==> config.mk <==
export PLATFORM = sky130hd
export DESIGN_NAME = grs_route_decide
export DESIGN_NICKNAME = d
export VERILOG_FILES = /design/src/rtl/grs_pkg.sv /design/src/rtl/grs_route_decide.sv
export SDC_FILE = /design/constraint.sdc
export NUM_CORES = 1
export LEC_CHECK = 0
export BUFFER_PORTS_ARGS = -buffer_cell sky130_fd_sc_hd__buf_2
export CORE_AREA = 5 5 86 88
export DETAILED_ROUTE_END_ITERATION = 6
export DIE_AREA = 0 0 91 93
export PLACE_DENSITY_LB_ADDON = 0.08
export SLEW_MARGIN = 10
export SYNTH_ARGS = -nofsm -noshare
export SYNTH_HDL_FRONTEND = slang
export SYNTH_SLANG_ARGS = --single-unit
==> constraint.sdc <==
create_clock -name vclk -period 4.15
set_clock_uncertainty 0.2 [all_clocks]
set_input_delay 0 -clock vclk [all_inputs]
set_output_delay 0 -clock vclk [all_outputs]
set_load 0.01 [all_outputs]
==> src/rtl/grs_pkg.sv <==
// shared types, sizes and codes of the route selector
package grs_pkg;

  localparam int PREFIX_COUNT = 1024;
  localparam int MAX_PATH_LEN = 64;
  localparam int IDX_W        = $clog2(PREFIX_COUNT);
  localparam int LEN_W        = $clog2(MAX_PATH_LEN + 2);

  localparam logic CMD_RECEIVED = 1'b0;
  localparam logic CMD_SEED     = 1'b1;

  localparam logic [2:0] REL_NONE     = 3'd0;
  localparam logic [2:0] REL_PROVIDER = 3'd1;
  localparam logic [2:0] REL_ORIGIN   = 3'd4;

  localparam logic [2:0] STATUS_NEW_BEST    = 3'd0;
  localparam logic [2:0] STATUS_KEPT        = 3'd1;
  localparam logic [2:0] STATUS_LOOP_DROP   = 3'd2;
  localparam logic [2:0] STATUS_SEEDED_KEPT = 3'd3;
  localparam logic [2:0] STATUS_SEED_STORED = 3'd4;
  localparam logic [2:0] STATUS_SEED_CONFL  = 3'd5;
  localparam logic [2:0] STATUS_TOO_LONG    = 3'd6;

  typedef struct packed {
    logic        command;
    logic [9:0]  prefix_index;
    logic [2:0]  relationship;
    logic [31:0] path_asn;
    logic        last_element;
  } item_t;

  typedef struct packed {
    logic [9:0]  result_prefix;
    logic [2:0]  status;
    logic [2:0]  best_relationship;
    logic [6:0]  best_path_length;
    logic [31:0] best_neighbor_asn;
  } result_t;

  typedef struct packed {
    logic             valid;
    logic             seeded;
    logic [2:0]       rel;
    logic [LEN_W-1:0] len;
    logic [31:0]      nbr;
  } route_entry_t;

  // summary of one finished announcement
  typedef struct packed {
    logic             command;
    logic [9:0]       prefix;
    logic [2:0]       rel;
    logic [LEN_W-1:0] len;
    logic             loop_seen;
    logic [31:0]      first_asn;
    logic [31:0]      second_asn;
  } path_info_t;

endpackage

==> src/rtl/grs_route_decide.sv <==
// route comparison and table update decision for a finished announcement
module grs_route_decide (
  input  grs_pkg::path_info_t   info,
  input  grs_pkg::route_entry_t cur,
  output logic                  wr_en,
  output grs_pkg::route_entry_t new_entry,
  output grs_pkg::result_t      result
);
  import grs_pkg::*;

  logic [LEN_W-1:0] nlen;
  logic             too_long;
  logic             cand_wins;
  route_entry_t     final_entry;
  logic [2:0]       status;

  assign nlen     = info.len + 1'b1;
  assign too_long = (info.len > LEN_W'(MAX_PATH_LEN));

  // relationship, then length, then neighbor asn
  always_comb begin
    if (cur.rel != info.rel) begin
      cand_wins = (info.rel > cur.rel);
    end else if (cur.len != nlen) begin
      cand_wins = (nlen < cur.len);
    end else begin
      cand_wins = (info.first_asn < cur.nbr);
    end
  end

  // decision
  always_comb begin
    wr_en     = 1'b0;
    new_entry = cur;
    status    = STATUS_KEPT;
    if (info.command == CMD_SEED) begin
      if (cur.valid) begin
        status = STATUS_SEED_CONFL;
      end else if (too_long) begin
        status = STATUS_TOO_LONG;
      end else begin
        wr_en            = 1'b1;
        new_entry.valid  = 1'b1;
        new_entry.seeded = 1'b1;
        new_entry.rel    = info.rel;
        new_entry.len    = info.len;
        new_entry.nbr    = (info.len > LEN_W'(1)) ? info.second_asn : info.first_asn;
        status           = STATUS_SEED_STORED;
      end
    end else if (cur.valid && cur.seeded) begin
      status = STATUS_SEEDED_KEPT;
    end else if (too_long) begin
      status = STATUS_TOO_LONG;
    end else if (info.loop_seen) begin
      status = STATUS_LOOP_DROP;
    end else if (!cur.valid || cand_wins) begin
      wr_en            = 1'b1;
      new_entry.valid  = 1'b1;
      new_entry.seeded = 1'b0;
      new_entry.rel    = info.rel;
      new_entry.len    = nlen;
      new_entry.nbr    = info.first_asn;
      status           = STATUS_NEW_BEST;
    end
  end

  assign final_entry = wr_en ? new_entry : cur;

  // result fields from the entry as it stands after the update
  always_comb begin
    result.result_prefix = info.prefix;
    result.status        = status;
    if (final_entry.valid) begin
      result.best_relationship = final_entry.rel;
      result.best_path_length  = 7'(final_entry.len);
      result.best_neighbor_asn = final_entry.nbr;
    end else begin
      result.best_relationship = REL_NONE;
      result.best_path_length  = '0;
      result.best_neighbor_asn = '0;
    end
  end

endmodule

Yosys cells after proc, flatten, opt, wreduce, memory -nomap -nowiden

Index checks and enable logic that the tools add are counted.

Bits of input ports: 130
Register bits after elaboration: 0
Output and inout bits: 100

Add/sub/neg operators: 1
Equal/unequal tests: 2
Magnitude comparators: 5
Reduce and logical (&&, ||, !) cells: 3
Mux-type cells: 26

Operators by type and width:

| operator                                                                         | number |
|---|---|
| 44-bit 2-to-1 mux                                                                | 8 |
| 42-bit 2-to-1 mux                                                                | 1 |
| 32-bit less-than comparator                                                      | 1 |
| 32-bit 2-to-1 mux                                                                | 1 |
| 1-bit 2-to-1 mux                                                                 | 10 |
| 3-bit 2-to-1 mux                                                                 | 3 |
| 7-bit by 1-bit adder with 7-bit output (second input constant)                   | 1 |
| 7-bit by 1-bit greater-than comparator with 1-bit output (second input constant) | 1 |
| 7-bit greater-than comparator (second input constant)                            | 1 |
| 7-bit less-than comparator                                                       | 1 |
| 7-bit inequality test                                                            | 1 |
| 2-bit 2-to-1 mux                                                                 | 3 |
| 3-bit greater-than comparator                                                    | 1 |
| 3-bit inequality test                                                            | 1 |
| 1-bit logical AND                                                                | 1 |
| 1-bit logical NOT                                                                | 1 |
| 1-bit logical OR                                                                 | 1 |

Depth between registers and ports, before layout

Depth after elaboration: 12
Depth in mapped cells: 14
Gate-level depth less buffers: 13

Worst setup path before layout

No wires, ideal clock.

Path kind: input port to output port
Start: in info[65] (netlist bit)
End: out result[33] (netlist bit)
Buffers on the path: 1
Arrival: 2602 ps
Cell stages on the path: 13
Setup slack: 1348 ps
Cell sequence: ha_1 -> nand2_1 -> nor2_1 -> xor2_1 -> ha_1 -> nand4_1 -> or4_1 -> a221oi_2 -> a221o_2 -> o211a_4 -> nor2_4 -> buf_2 -> o21ai_0

RTL lines:

| element     | line                  | source |
|---|---|---|
| from (decl) | grs_route_decide.sv:3 | `input grs_pkg::path_info_t info,` |
| to (decl)   | grs_route_decide.sv:7 | `output grs_pkg::result_t result` |

==> impl_results.md <==
* Mux cell area share after synthesis at 0.3897%
* Num rows at 30
* Crit path largest cell delay at 0.65 ns
* Synth Area in Adders at 21.43%
* Worst-Margin Slew at 0.8969 ns
* Fraction of layout cells with a size suffix above 1 at 37.54%
* GPL Wtd Cong at 0.9308
* Total wire length at between 10000 and 15000 um
* Syn_nets at 591
* WP buf/inv at 3
* Vias in the first global route at 3559
* Worst setup path category: in -> out
* Compound-Gate Fraction of Synth Area at 42.96%
* Status: finished, final reports clean
* Post-route DRC violation count at 0
* GR Overflow Total at 0
* Critical Path Slowest Stage Cell: nor2_4
* CP delay by family, top: simple AND/OR/NAND/NOR gates
* Vias post-DR at between 3000 and 4000
* Die W at 91 um
* Iter 0 DRT Violations at 145
* Final worst setup slack at just under 0.5 ns
* FFs & Latches at 0
* Post-Synth XOR/XNOR Area at 1.705%
* Syn avg cell area at 6.160 um2
* Synth unique cells at 52
* Clock buffer count at 0
* Sw power at 0.2690 mW
* Placed Cells at 680
* WP data arrival at around 3.5 ns
* Die H at between 90 and 100 um
* DRT antenna net count at 0
* RSZ-0062 raised after global routing: false
* Share of power burned in registers at 0%
* Max rail drop VDD at 0.00006738 V
* Antenna diode count at 0
* Initial antenna violation count at 0
* Post-synth top cells: a21oi_1, nand2_1, inv_1, ha_1, o22ai_1
* First-pass GRT wire length at 16490 um
* Crit. End Element: output pin
* Sw Share at between 50% and 60%
* Internal at 0.2036 mW
* Initial Utilization at 39.10%
* Setup TNS at 0 ns
* Min-Delay Path Class: in -> out
* Core footprint at between 0.006 and 0.007 mm2
* Final Hold Vio Count at 0
* YS warnings at 0
* Routed WL per cell at between 15 and 20 um
* Area growth syn-to-layout at 43.06%
* Synth top area cells: ha_1, a21oi_1, nand2_1
* CP max FO at 40
* Setup crit start kind: input pin
* LEAKAGE at 2.047 nW
* GRT Util Overall at 22.46%
* Clk pwr share at 0%
* Tcrit/Tclk final at 88.31%
* Simple-Gate Fraction of Synth Area at 19.68%
* Max Cap Viol at 0
* Power per cell area at 128.6 mW/mm2
* IO Count at 230
* WP data required at 3.95 ns
* Fmax at around 270 MHz
* Tmin final at 3.665 ns
* Pre-CTS setup slack at 0.5261 ns
* Largest net degree at the start of global routing at around 40
* CP cell instances: buf_2 -> ha_1 -> nand2_1 -> nor2_1 -> xor2_1 -> ha_1 -> nand4_1 -> or4_1 -> a221oi_2 -> a221o_2 -> o211a_4 -> nor2_4 -> buf_4 -> o21ai_0 -> buf_2
* Post-Syn Area at roughly 0.0026 mm2
* Area leader, netlist: ha_1
* Post-DP HPWL at roughly 8900 um
* Overall die area at 0.008463 mm2
* Post-layout nets at about 790
* FF+latch area at 0 um2
* Post-cts resize count at 0
* Vias/cell at between 5 and 6
* Cell count after synthesis at 417
* Combinational share of power at 100.0%
* Final Non-Filler Cells at 690
* Port bufs at 210
* Main combinational cell family by area after synthesis: compound AO/OA/AOI/OAI gates
* Slew Limit Fails at 0
* Post-synthesis sequential area ratio at 0%
* Area share of the largest cell type after synthesis at 21.43%
* Slew headroom at 40.21%
* DR pass1 iterations at 4
* # setup viols final at 0
-- cell usage in the layout, fill, tap and decap left out, types with 2 or more instances in the layout --
master | netlist | final
nor2_1 | 13 | 13
o31ai_2 | 2 | 2
o21ai_1 | 19 | 18
nand4_1 | 8 | 8
xnor2_1 | 2 | 2
o22a_1 | 3 | 3
a22o_1 | 4 | 4
a21o_1 | 2 | 2
buf_2 | 11 | 210
o21ai_0 | 29 | 29
o221a_2 | 2 | 2
nor3_1 | 5 | 5
nand2_1 | 58 | 58
a21oi_1 | 58 | 58
or3_1 | 2 | 2
a211oi_1 | 3 | 3
inv_1 | 48 | 48
nand3_1 | 11 | 11
o21a_1 | 4 | 4
nand2b_1 | 3 | 3
a21boi_0 | 5 | 5
and2_1 | 2 | 2
buf_4 | 10 | 3
o22ai_1 | 33 | 33
ha_1 | 44 | 44
xor2_1 | 3 | 3
dlygate4sd3_1 | 0 | 10
-- stage by stage --
stage	power (mW)	hold WS, ns	instance area, um2	utilization, %
2_1_floorplan	0.2709	-0.1082	2569	-
3_5_place_dp	0.4604	-0.1999	3575	54.42
6_report	0.4726	0.09822	3675	55.94
5_1_grt	0.5244	0.1212	3675	55.94
4_1_cts	0.4741	0.1012	3675	55.94
3_3_place_gp	0.4577	-0.1999	3575	54.42
-- power groups by stage --
stage | sequential [mW] | clock (mW) | combinational (mW)
finish | 0 | 0 | 0.473
detailed placement | 0 | 0 | 0.460
CTS | 0 | 0 | 0.474
floorplan | 0 | 0 | 0.271
global placement | 0 | 0 | 0.458
global route | 0 | 0 | 0.524
-- path summary, 6_finish.rpt --
kind              startpoint          to  cells past startpoint
setup / recovery    info[65]   result[1]                     15
hold / removal       cur[19]  result[19]                      4
-- what timing repair did --
item / in CTS / in global routing
hold buffers: 10 / 0
endpoints found under the setup margin: 0 / 0
hold endpoints to repair: 10 / 0
buffers inserted: 0 / 0
-- area by class of cell --
cell class / count / area (um2)
Fill cell: 692 / 2894
Multi-Input combinational cell: 338 / 2217
Tap cell: 80 / 100.1
Inverter: 49 / 183.9
Timing Repair Buffer: 223 / 1174
-- per-layer routing --
metal / up-vias / wire (um) / GRT usage (%)
met3: 4 / 856 / 2.896
met5: - / 0 / 0
met1: 1680 / 4439 / 28.27
met2: 158 / 5307 / 42.61
met4: 0 / 46 / 0.8557
li1: 1902 / - / -
-- logic make-up (layout without fill, tap and decap cells) --
logic type | after synthesis | in the layout
mux | 1 | 1
buf+inv | 79 | 272
simple gates | 110 | 110
compound gates | 178 | 178
fa+ha+maj | 44 | 44
xor+xnor | 5 | 5
Power figures use the tool's default switching activity.
