--- config.mk ---
export PLATFORM = sky130hd
export DESIGN_NAME = grs_path_collector
export DESIGN_NICKNAME = d
export VERILOG_FILES = /design/src/rtl/grs_pkg.sv /design/src/rtl/grs_path_collector.sv
export SDC_FILE = /design/constraint.sdc
export NUM_CORES = 1
export LEC_CHECK = 0
export BUFFER_PORTS_ARGS = -buffer_cell sky130_fd_sc_hd__buf_2
export CORE_MARGIN = 4
export CORE_UTILIZATION = 50
export CTS_CLUSTER_DIAMETER = 80
export DETAILED_ROUTE_END_ITERATION = 7
export PLACE_DENSITY = 0.82
export SYNTH_ARGS = -nofsm -noshare
export SYNTH_HDL_FRONTEND = slang
export SYNTH_SLANG_ARGS = --single-unit
--- constraint.sdc ---
create_clock -name clk -period 5.9 [get_ports clk]
set_input_delay 1.18 -clock clk [delete_from_list [all_inputs] [get_ports clk]]
set_output_delay 1.18 -clock clk [all_outputs]
set_load 0.01 [all_outputs]
--- src/rtl/grs_pkg.sv ---
// shared types, sizes and codes of the route selector
package grs_pkg;

  localparam int PREFIX_COUNT = 1024;
  localparam int MAX_PATH_LEN = 64;
  localparam int IDX_W        = $clog2(PREFIX_COUNT);
  localparam int LEN_W        = $clog2(MAX_PATH_LEN + 2);

  localparam logic CMD_RECEIVED = 1'b0;
  localparam logic CMD_SEED     = 1'b1;

  localparam logic [2:0] REL_NONE     = 3'd0;
  localparam logic [2:0] REL_PROVIDER = 3'd1;
  localparam logic [2:0] REL_ORIGIN   = 3'd4;

  localparam logic [2:0] STATUS_NEW_BEST    = 3'd0;
  localparam logic [2:0] STATUS_KEPT        = 3'd1;
  localparam logic [2:0] STATUS_LOOP_DROP   = 3'd2;
  localparam logic [2:0] STATUS_SEEDED_KEPT = 3'd3;
  localparam logic [2:0] STATUS_SEED_STORED = 3'd4;
  localparam logic [2:0] STATUS_SEED_CONFL  = 3'd5;
  localparam logic [2:0] STATUS_TOO_LONG    = 3'd6;

  typedef struct packed {
    logic        command;
    logic [9:0]  prefix_index;
    logic [2:0]  relationship;
    logic [31:0] path_asn;
    logic        last_element;
  } item_t;

  typedef struct packed {
    logic [9:0]  result_prefix;
    logic [2:0]  status;
    logic [2:0]  best_relationship;
    logic [6:0]  best_path_length;
    logic [31:0] best_neighbor_asn;
  } result_t;

  typedef struct packed {
    logic             valid;
    logic             seeded;
    logic [2:0]       rel;
    logic [LEN_W-1:0] len;
    logic [31:0]      nbr;
  } route_entry_t;

  // summary of one finished announcement
  typedef struct packed {
    logic             command;
    logic [9:0]       prefix;
    logic [2:0]       rel;
    logic [LEN_W-1:0] len;
    logic             loop_seen;
    logic [31:0]      first_asn;
    logic [31:0]      second_asn;
  } path_info_t;

endpackage

--- src/rtl/grs_path_collector.sv ---
// collects the path elements of one announcement
module grs_path_collector (
  input  logic               clk,
  input  logic               rst,
  input  logic               accept,
  input  grs_pkg::item_t     item,
  input  logic [31:0]        own_asn,
  output logic               first_elem,
  output grs_pkg::path_info_t info
);
  import grs_pkg::*;

  logic [LEN_W-1:0] count;
  logic [LEN_W-1:0] count_inc;
  logic             loop_next;
  logic [2:0]       rel_clamped;

  assign first_elem = (count == '0);
  assign count_inc  = (count <= LEN_W'(MAX_PATH_LEN)) ? count + 1'b1 : count;
  assign loop_next  = (first_elem ? 1'b0 : info.loop_seen) | (item.path_asn == own_asn);

  // relationship clamp into provider..origin
  always_comb begin
    if (item.relationship < REL_PROVIDER) begin
      rel_clamped = REL_PROVIDER;
    end else if (item.relationship > REL_ORIGIN) begin
      rel_clamped = REL_ORIGIN;
    end else begin
      rel_clamped = item.relationship;
    end
  end

  // element counter
  always_ff @(posedge clk) begin
    if (rst) begin
      count <= '0;
    end else if (accept) begin
      count <= item.last_element ? '0 : count_inc;
    end
  end

  // latched announcement fields
  always_ff @(posedge clk) begin
    if (rst) begin
      info <= '0;
    end else if (accept) begin
      info.loop_seen <= loop_next;
      if (first_elem) begin
        info.command    <= item.command;
        info.prefix     <= item.prefix_index;
        info.rel        <= rel_clamped;
        info.first_asn  <= item.path_asn;
        info.second_asn <= '0;
      end else if (count == LEN_W'(1)) begin
        info.second_asn <= item.path_asn;
      end
      if (item.last_element) begin
        info.len <= count_inc;
      end
    end
  end

endmodule

Word-level counts from Yosys, hierarchy flattened --
Cells that the tools add are included.
Word-level totals: register bits after elaboration 93, input bits 82, output and inout port bits 87, word-level logic and storage cells 27
Operators by class: $add $sub $neg 1, $lt $le $gt $ge 3, equality and inequality tests 2, multiplexer cells 7, bitwise logic cells 1, reductions and logical operators 5
Operators by type and width (count):
- $mux W32 | 2
- $eq A32 B32 Y1 | 1
- $mux W7 | 2
- $add A7 B1 Y7 const B | 1
- $eq A7 B1 Y1 const B | 1
- $le A7 B7 Y1 const B | 1
- $logic_not A7 Y1 | 1
- $mux W3 | 2
- $reduce_and A2 Y1 | 3
- $gt A3 B3 Y1 const B | 1
- $lt A3 B1 Y1 const B | 1
- $reduce_bool A2 Y1 | 1
- $mux W1 | 1
- $or A1 B1 Y1 | 1

Depth between registers and ports, before layout --
Gate-level depths: netlist of run 1.
depth after elaboration 3, mapped depth 8, mapped depth without buffers 7

Worst setup path after synthesis of run 1 --
Ideal clock, no wire load.
path kind reg-to-output, start point reg count[2], end point out first_elem, data arrival time 1276 ps, required time 4720 ps, setup slack 3444 ps, cell stages (with the launch flop) 4, path buffers 1, path through dfxtp_1 -> or4_1 -> buf_6 -> nor3_1
Between the ends: cells in the longest elaborated chain, start to end 1
RTL lines:
- from (decl) | line grs_path_collector.sv:13 | logic [LEN_W-1:0] count;
- from (signal assigned) | line grs_path_collector.sv:38 | count <= item.last_element ? '0 : count_inc;
- $logic_not A7 Y1 | line grs_path_collector.sv:18 | assign first_elem = (count == '0);
- to (decl) | line grs_path_collector.sv:8 | output logic first_elem,
No other way between the ends.

Worst setup path after layout of run 1 --
Ends and elaborated chain as after synthesis.

==> results of run 1 <==
-- logic make-up after synthesis --
kind of cell	count (synthesis)
and+or+nand+nor	172
AOI/OAI and AO/OA	99
DFF	93
xor gates and xnor gates	37
buffers and inverters	34
adders and majority gates	3
muxes	1
-- placed cells by master (no fill, tap or decap), types with 2 or more instances in the layout --
master,n
xor2_1,13
nand2_1,92
nand3b_1,3
nand4b_1,2
inv_1,5
buf_4,4
clkbuf_8,10
a211oi_1,5
nor4_1,4
a22oi_1,33
buf_2,168
nand4_1,6
or3_1,2
a31oi_1,2
dfxtp_1,93
xnor2_1,24
o21ai_0,3
nor2_1,49
ha_1,3
nor3_1,2
clkinv_2,2
a21oi_1,50
-- state kept, by name, indices dropped and copies added (netlist names) --
| register | cells |
|---|---|
| count | 7 |
| info | 86 |
-- worst register-to-register path, delay by kind of cell (launching register included) --
family,cells,cell delay (ns)
AOI/OAI and AO/OA,1,0.13
buffers and inverters,1,0.45
DFF,1,0.37
and+or+nand+nor,3,1.49
-- final timing paths --
kind / cells after the start / endpoint / from / slack, ns
worst min-delay path: 2 / info[59]$_SDFFE_PP0P_ / info[59]$_SDFFE_PP0P_ / 0.45
worst min register to register: 2 / info[59]$_SDFFE_PP0P_ / info[59]$_SDFFE_PP0P_ / 0.45
worst max register to register: 5 / info[57]$_SDFFE_PP0P_ / count[2]$_SDFFE_PP0P_ / 3.40
worst max-delay path: 3 / first_elem / count[2]$_SDFFE_PP0P_ / 2.96
-- power by group through the flow --
stage | logic, mW | registers, mW | clock network [mW]
6_report | 0.179 | 0.664 | 0.388
5_1_grt | 0.196 | 0.667 | 0.422
4_1_cts | 0.179 | 0.664 | 0.395
3_5_place_dp | 0.179 | 0.679 | 0
3_3_place_gp | 0.175 | 0.678 | 0
2_1_floorplan | 0.0854 | 0.690 | 0
-- layer usage --
metal,GRT usage,up-vias,share of wire
met5,0,-,0
met4,0.0733,0,0.013
met3,0.0510,13,0.087
met2,0.403,148,0.50
met1,0.285,1726,0.40
li1,-,1799,-
-- final cells by class --
cell class              instances  area [um2]
clock buffers                  11         141
clock inverters                 5        35.0
fillers                       675        2490
inverters                       5        18.8
multi-input cells             312        1750
flip-flops and latches         93        1860
well taps                      99         124
repair buffers                172         871
-- per-stage QoR --
| stage | instance area, um2 | setup slack [ns] | utilization | hold slack (ns) |
|---|---|---|---|---|
| 6_report | 4800 | 2.96 | 0.659 | 0.455 |
| 5_1_grt | 4800 | 2.92 | 0.659 | 0.474 |
| 4_1_cts | 4800 | 2.95 | 0.659 | 0.458 |
| 3_5_place_dp | 4630 | 2.90 | 0.635 | 0.445 |
| 3_3_place_gp | 4630 | 2.98 | 0.635 | 0.440 |
| 2_1_floorplan | 3770 | 3.44 | - | 0.476 |
==> impl_metrics.csv, run 1 <==
group,metric,value,unit
global_routing,antenna_found_initial,0,
pwr,pwr_density_cell,256,nW/um2
logic_synthesis,synthAdderAreaFrac,0.00994,
logic_synthesis,synth.mux.area_fraction,0.00265,
floorplanning,num_io_pins,169,
logic_synthesis,syn_inst,439,
floorplanning,rows,31,
logic_synthesis,async_flop_share,0,
placement,place_inst,681,
sta,fin_crit_sh,0.499,
critical_path,critical_path.endpoint_type,"output pin",
logic_synthesis,yosysMostFrequentCell,"dfxtp_1",
clock_tree,cts_buffers,9,
drt,vias,3686,
pwr,p_int,0.890,mW
logic_synthesis,synth_xor_area_frac,0.0858,
logic_synthesis,postSynthAreaPerCell,8.60,um2
sta,tns,0,ns
drt,detail_route.first_pass.iterations,5,
floorplanning,die_area,9000,um2
logic_synthesis,netlist_area,3770,um2
clock_tree,cts_buffer_depth,2,
logic_synthesis,synth.top_cells.by_area,"dfxtp_1 49%, nand2_1 9.1%, a21oi_1 6.6%",
pwr,finalPower,1.23,mW
drt,drt_iter0_markers,193,
critical_path,crit_type,"reg -> out",
clock_tree,path_clk_slew,0.09,ns
pwr,p_leak,2.17,nW
clock_tree,clock-sinks,93,
pwr,p_switching,0.341,mW
placement,gp_congestion,0.821,
clock_tree,cts-root-buf,"clkbuf_8",
sta,hold_viol,0,
logic_synthesis,synth_edf_count,0,
floorplanning,start_util,0.518,
pwr,p_sw_frac,0.277,
pwr,combPwrFrac,0.146,
clock_tree,clock_latency,0.35,ns
cells_and_area,insertedDiodeCount,0,
cells_and_area,nets,678,
global_routing,grt_first_pass_wirelength,16.3,mm
critical_path,cp.arrival,1.76,ns
clock_tree,h-tree-depth,3,
logic_synthesis,synth.top_cell.area_share,0.493,
floorplanning,fp.dieH,94.9,um
drt,routed_wl,11.0,mm
drt,post_drt_via_cell_ratio,5.29,
critical_path,worstPathRequired,4.72,ns
job,max_cap_violations,0,
logic_synthesis,synth_flop_cell,"dfxtp_1",
logic_synthesis,synth_top_family_by_area,"simple AND/OR/NAND/NOR gates",
logic_synthesis,ys_seq_area_frac,0.493,
sta,grt_setup_unrepaired,"no",
global_routing,track_usage,0.232,
clock_tree,ctsResizeCount,0,
drt,ant_nets,0,
sta,fmax,340,MHz
pwr,power_frac_clock,0.315,
logic_synthesis,yosys.area_share.simple,0.202,
sta,period_minus_slack,2.94,ns
placement,place_hpwl,8.09,mm
logic_synthesis,synth_common_cells,"93 x dfxtp_1, 92 x nand2_1, 50 x a21oi_1, 49 x nor2_1, 33 x a22oi_1",
sta,maxSlewViolCount,0,
cells_and_area,final_cells,697,
critical_path,cp_slowest_cell,"or4_1",
critical_path,cp-start-kind,"flop",
global_routing,first_global_vias,3381,
critical_path,path_delay_family,"simple AND/OR/NAND/NOR gates",
placement,portBuffers,168,
global_routing,grt-ovfl-total,0,
logic_synthesis,yosysUniqueCellTypes,40,
clock_tree,hold_buffers,0,
clock_tree,postCtsSetupBuffers,0,
cells_and_area,area_growth,27.2,%
drt,drcViolationCount,0,
sta,setup_viol,0,
clock_tree,cts_tree,"done",
pwr,power.share.sequential,0.540,
floorplanning,core_area,7290,um2
critical_path,path_max_fanout,7,
logic_synthesis,yosysTopAreaCell,"dfxtp_1",
sta,worst-slew-pin-transition,0.800,ns
cells_and_area,drive_gt1_frac,0.324,
critical_path,cp_slowest_stage_delay,0.72,ns
global_routing,grt_max_degree,74,
logic_synthesis,ys_warn_count,0,
floorplanning,die_x,94.9,um
min_path,hold_class,"reg -> reg",
critical_path,crit_chain,"or4_1 > nor3_1 > buf_2",
drt,avgRoutedWirePerCell,15.8,um
sta,max_slew_margin,0.463,
critical_path,path_buf_inv,1,
logic_synthesis,synth-compound-area-share,0.164,
logic_synthesis,ys_seq_elements,93,
sta,fin_skew,0.0132,ns
status,status,"complete, no violations",
logic_synthesis,syn_nets,524,
pwr,ir_drop,145,uV
Power figures use the tool's default switching activity.
==> run 2, diff against run 1 <==
--- a/config.mk
+++ b/config.mk
@@ -7,10 +7,10 @@
 export LEC_CHECK = 0
 export BUFFER_PORTS_ARGS = -buffer_cell sky130_fd_sc_hd__buf_2
 export CORE_MARGIN = 4
-export CORE_UTILIZATION = 50
+export CORE_UTILIZATION = 42
 export CTS_CLUSTER_DIAMETER = 80
 export DETAILED_ROUTE_END_ITERATION = 7
-export PLACE_DENSITY = 0.82
+export PLACE_DENSITY = 0.73
 export SYNTH_ARGS = -nofsm -noshare
 export SYNTH_HDL_FRONTEND = slang
 export SYNTH_SLANG_ARGS = --single-unit
==> constraint.sdc (replaced) <==
create_clock -name clk -period 2.5 [get_ports clk]
set_input_delay 0.5 -clock clk [delete_from_list [all_inputs] [get_ports clk]]
set_output_delay 0.5 -clock clk [all_outputs]
set_load 0.01 [all_outputs]
==> run 2 against run 1 <==
Net effect: worst hold slack lost 0.062 ns; combinational power grew 140%; register-to-register slack lost 3.0 ns; core utilization shrank 9.6 points; sequential cell count is the same; wire length grew 0.57%; non-clock buffer count grew 2; total power grew to 2.5 times the previous value; die area grew 17%; critical path depth grew 1; critical endpoint unchanged; largest power group unchanged.
==> impl_metrics.csv, run 2 (synthesis results as in run 1) <==
group,metric,value,unit
critical_path,path_max_fanout,7,
cells_and_area,area_growth,29.9,%
global_routing,grt-ovfl-total,0,
sta,tns,0,ns
drt,avgRoutedWirePerCell,15.6,um
cells_and_area,final_common_cell,"buf_2",
sta,grt_setup_unrepaired,"no",
pwr,p_sw_frac,0.256,
cells_and_area,drive_gt1_frac,0.327,
sta,period_minus_slack,2.26,ns
pwr,power_frac_clock,0.355,
floorplanning,fp.dieH,103,um
cells_and_area,nets,680,
clock_tree,cts-root-buf,"clkbuf_8",
drt,post_drt_via_cell_ratio,5.12,
critical_path,cp-start-kind,"flop",
global_routing,antenna_found_initial,0,
critical_path,crit_type,"reg -> out",
cells_and_area,largest_reg_flops,86,
critical_path,critical_path.endpoint_type,"output pin",
floorplanning,num_io_pins,169,
global_routing,first_global_vias,3332,
clock_tree,postCtsSetupBuffers,0,
clock_tree,cts_buffers,9,
pwr,pwr_density_cell,631,nW/um2
drt,drt_iter0_markers,123,
pwr,p_leak,2.21,nW
min_path,hold_class,"in -> reg",
placement,gp_congestion,0.925,
sta,hold_viol,0,
clock_tree,cts_buffer_depth,2,
pwr,power.share.sequential,0.507,
sta,fin_crit_sh,0.903,
floorplanning,die_x,103,um
floorplanning,rows,34,
floorplanning,core_area,8720,um2
drt,detail_route.first_pass.iterations,5,
cells_and_area,top_regs,"info: 86 flops, count: 7 flops",
pwr,combPwrFrac,0.138,
clock_tree,clock-sinks,93,
sta,maxSlewViolCount,0,
clock_tree,cts_tree,"done",
global_routing,grt_first_pass_wirelength,16.1,mm
pwr,ir_drop,295,uV
cells_and_area,final_cell_mix,"168 x buf_2, 93 x dfxtp_1, 92 x nand2_1, 50 x a21oi_1, 49 x nor2_1",
sta,fin_skew,0.0135,ns
cells_and_area,post-route-util,0.562,
placement,place_hpwl,8.26,mm
sta,fmax,443,MHz
global_routing,grt_max_degree,67,
critical_path,cp.arrival,1.76,ns
drt,drcViolationCount,0,
placement,portBuffers,168,
sta,max_slew_margin,0.554,
floorplanning,die_area,10600,um2
sta,setup_viol,0,
clock_tree,clock_latency,0.34,ns
sta,worst-slew-pin-transition,0.669,ns
pwr,p_int,2.30,mW
clock_tree,ctsResizeCount,0,
drt,vias,3628,
floorplanning,start_util,0.433,
drt,routed_wl,11.1,mm
clock_tree,h-tree-depth,3,
sta,holdWs,0.393,ns
status,status,"complete, no violations",
cells_and_area,largest-register,"info",
critical_path,worstPathRequired,2.00,ns
pwr,p_switching,0.793,mW
clock_tree,path_clk_slew,0.09,ns
clock_tree,hold_buffers,0,
drt,ant_nets,0,
global_routing,track_usage,0.196,
job,max_cap_violations,0,
[run 2: final timing paths]
check | to | start | depth (start not counted) | slack, ns
max | first_elem | count[2]$_SDFFE_PP0P_ | 4 | 0.24
min | info[78]$_SDFFE_PP0P_ | item[39] | 3 | 0.39
max reg2reg | count[5]$_SDFFE_PP0P_ | count[2]$_SDFFE_PP0P_ | 6 | 0.38
min reg2reg | info[37]$_SDFFE_PP0P_ | info[37]$_SDFFE_PP0P_ | 2 | 0.45
[run 2: through the flow]
step | cells | worst slack [ns] | total power, mW | area [um2]
2_1_floorplan | 439 | 0.509 | 1.83 | 3770
3_3_place_gp | 692 | 0.446 | 2.02 | 4680
3_5_place_dp | 692 | 0.384 | 2.03 | 4680
4_1_cts | 707 | 0.203 | 3.13 | 4900
5_1_grt | 707 | 0.149 | 3.23 | 4900
6_report | 708 | 0.242 | 3.09 | 4900
[run 2: cell type report]
cell class / instances / area, um2
Timing Repair Buffer: 174 / 911
Sequential cell: 93 / 1860
Clock inverter: 5 / 85.1
Tap cell: 108 / 135
Clock buffer: 10 / 138
Inverter: 5 / 18.8
Antenna cell: 1 / 2.50
Multi-Input combinational cell: 312 / 1750
Fill cell: 809 / 3820
[run 2: critical path, cell delays in order (launching register included)]
cell	delay, ns
dfxtp_1	0.37
or4_1	0.56
buf_4	0.18
nor3_1	0.15
buf_2	0.16
[run 2: power groups by stage]
stage	clock network (mW)	registers, mW	logic, mW
final	1.10	1.57	0.428
after global routing	1.19	1.57	0.470
after CTS	1.13	1.57	0.434
after detailed placement	0	1.60	0.433
after global placement	0	1.60	0.425
after floorplan	0	1.63	0.201
[run 2: routing by layer]
layer  track usage  vias up  part of all wire
li1              -     1806                 -
met1         0.249     1666              0.42
met2         0.328      135              0.49
met3        0.0426       21             0.076
met4        0.0697        0             0.023
met5             0        -                 0
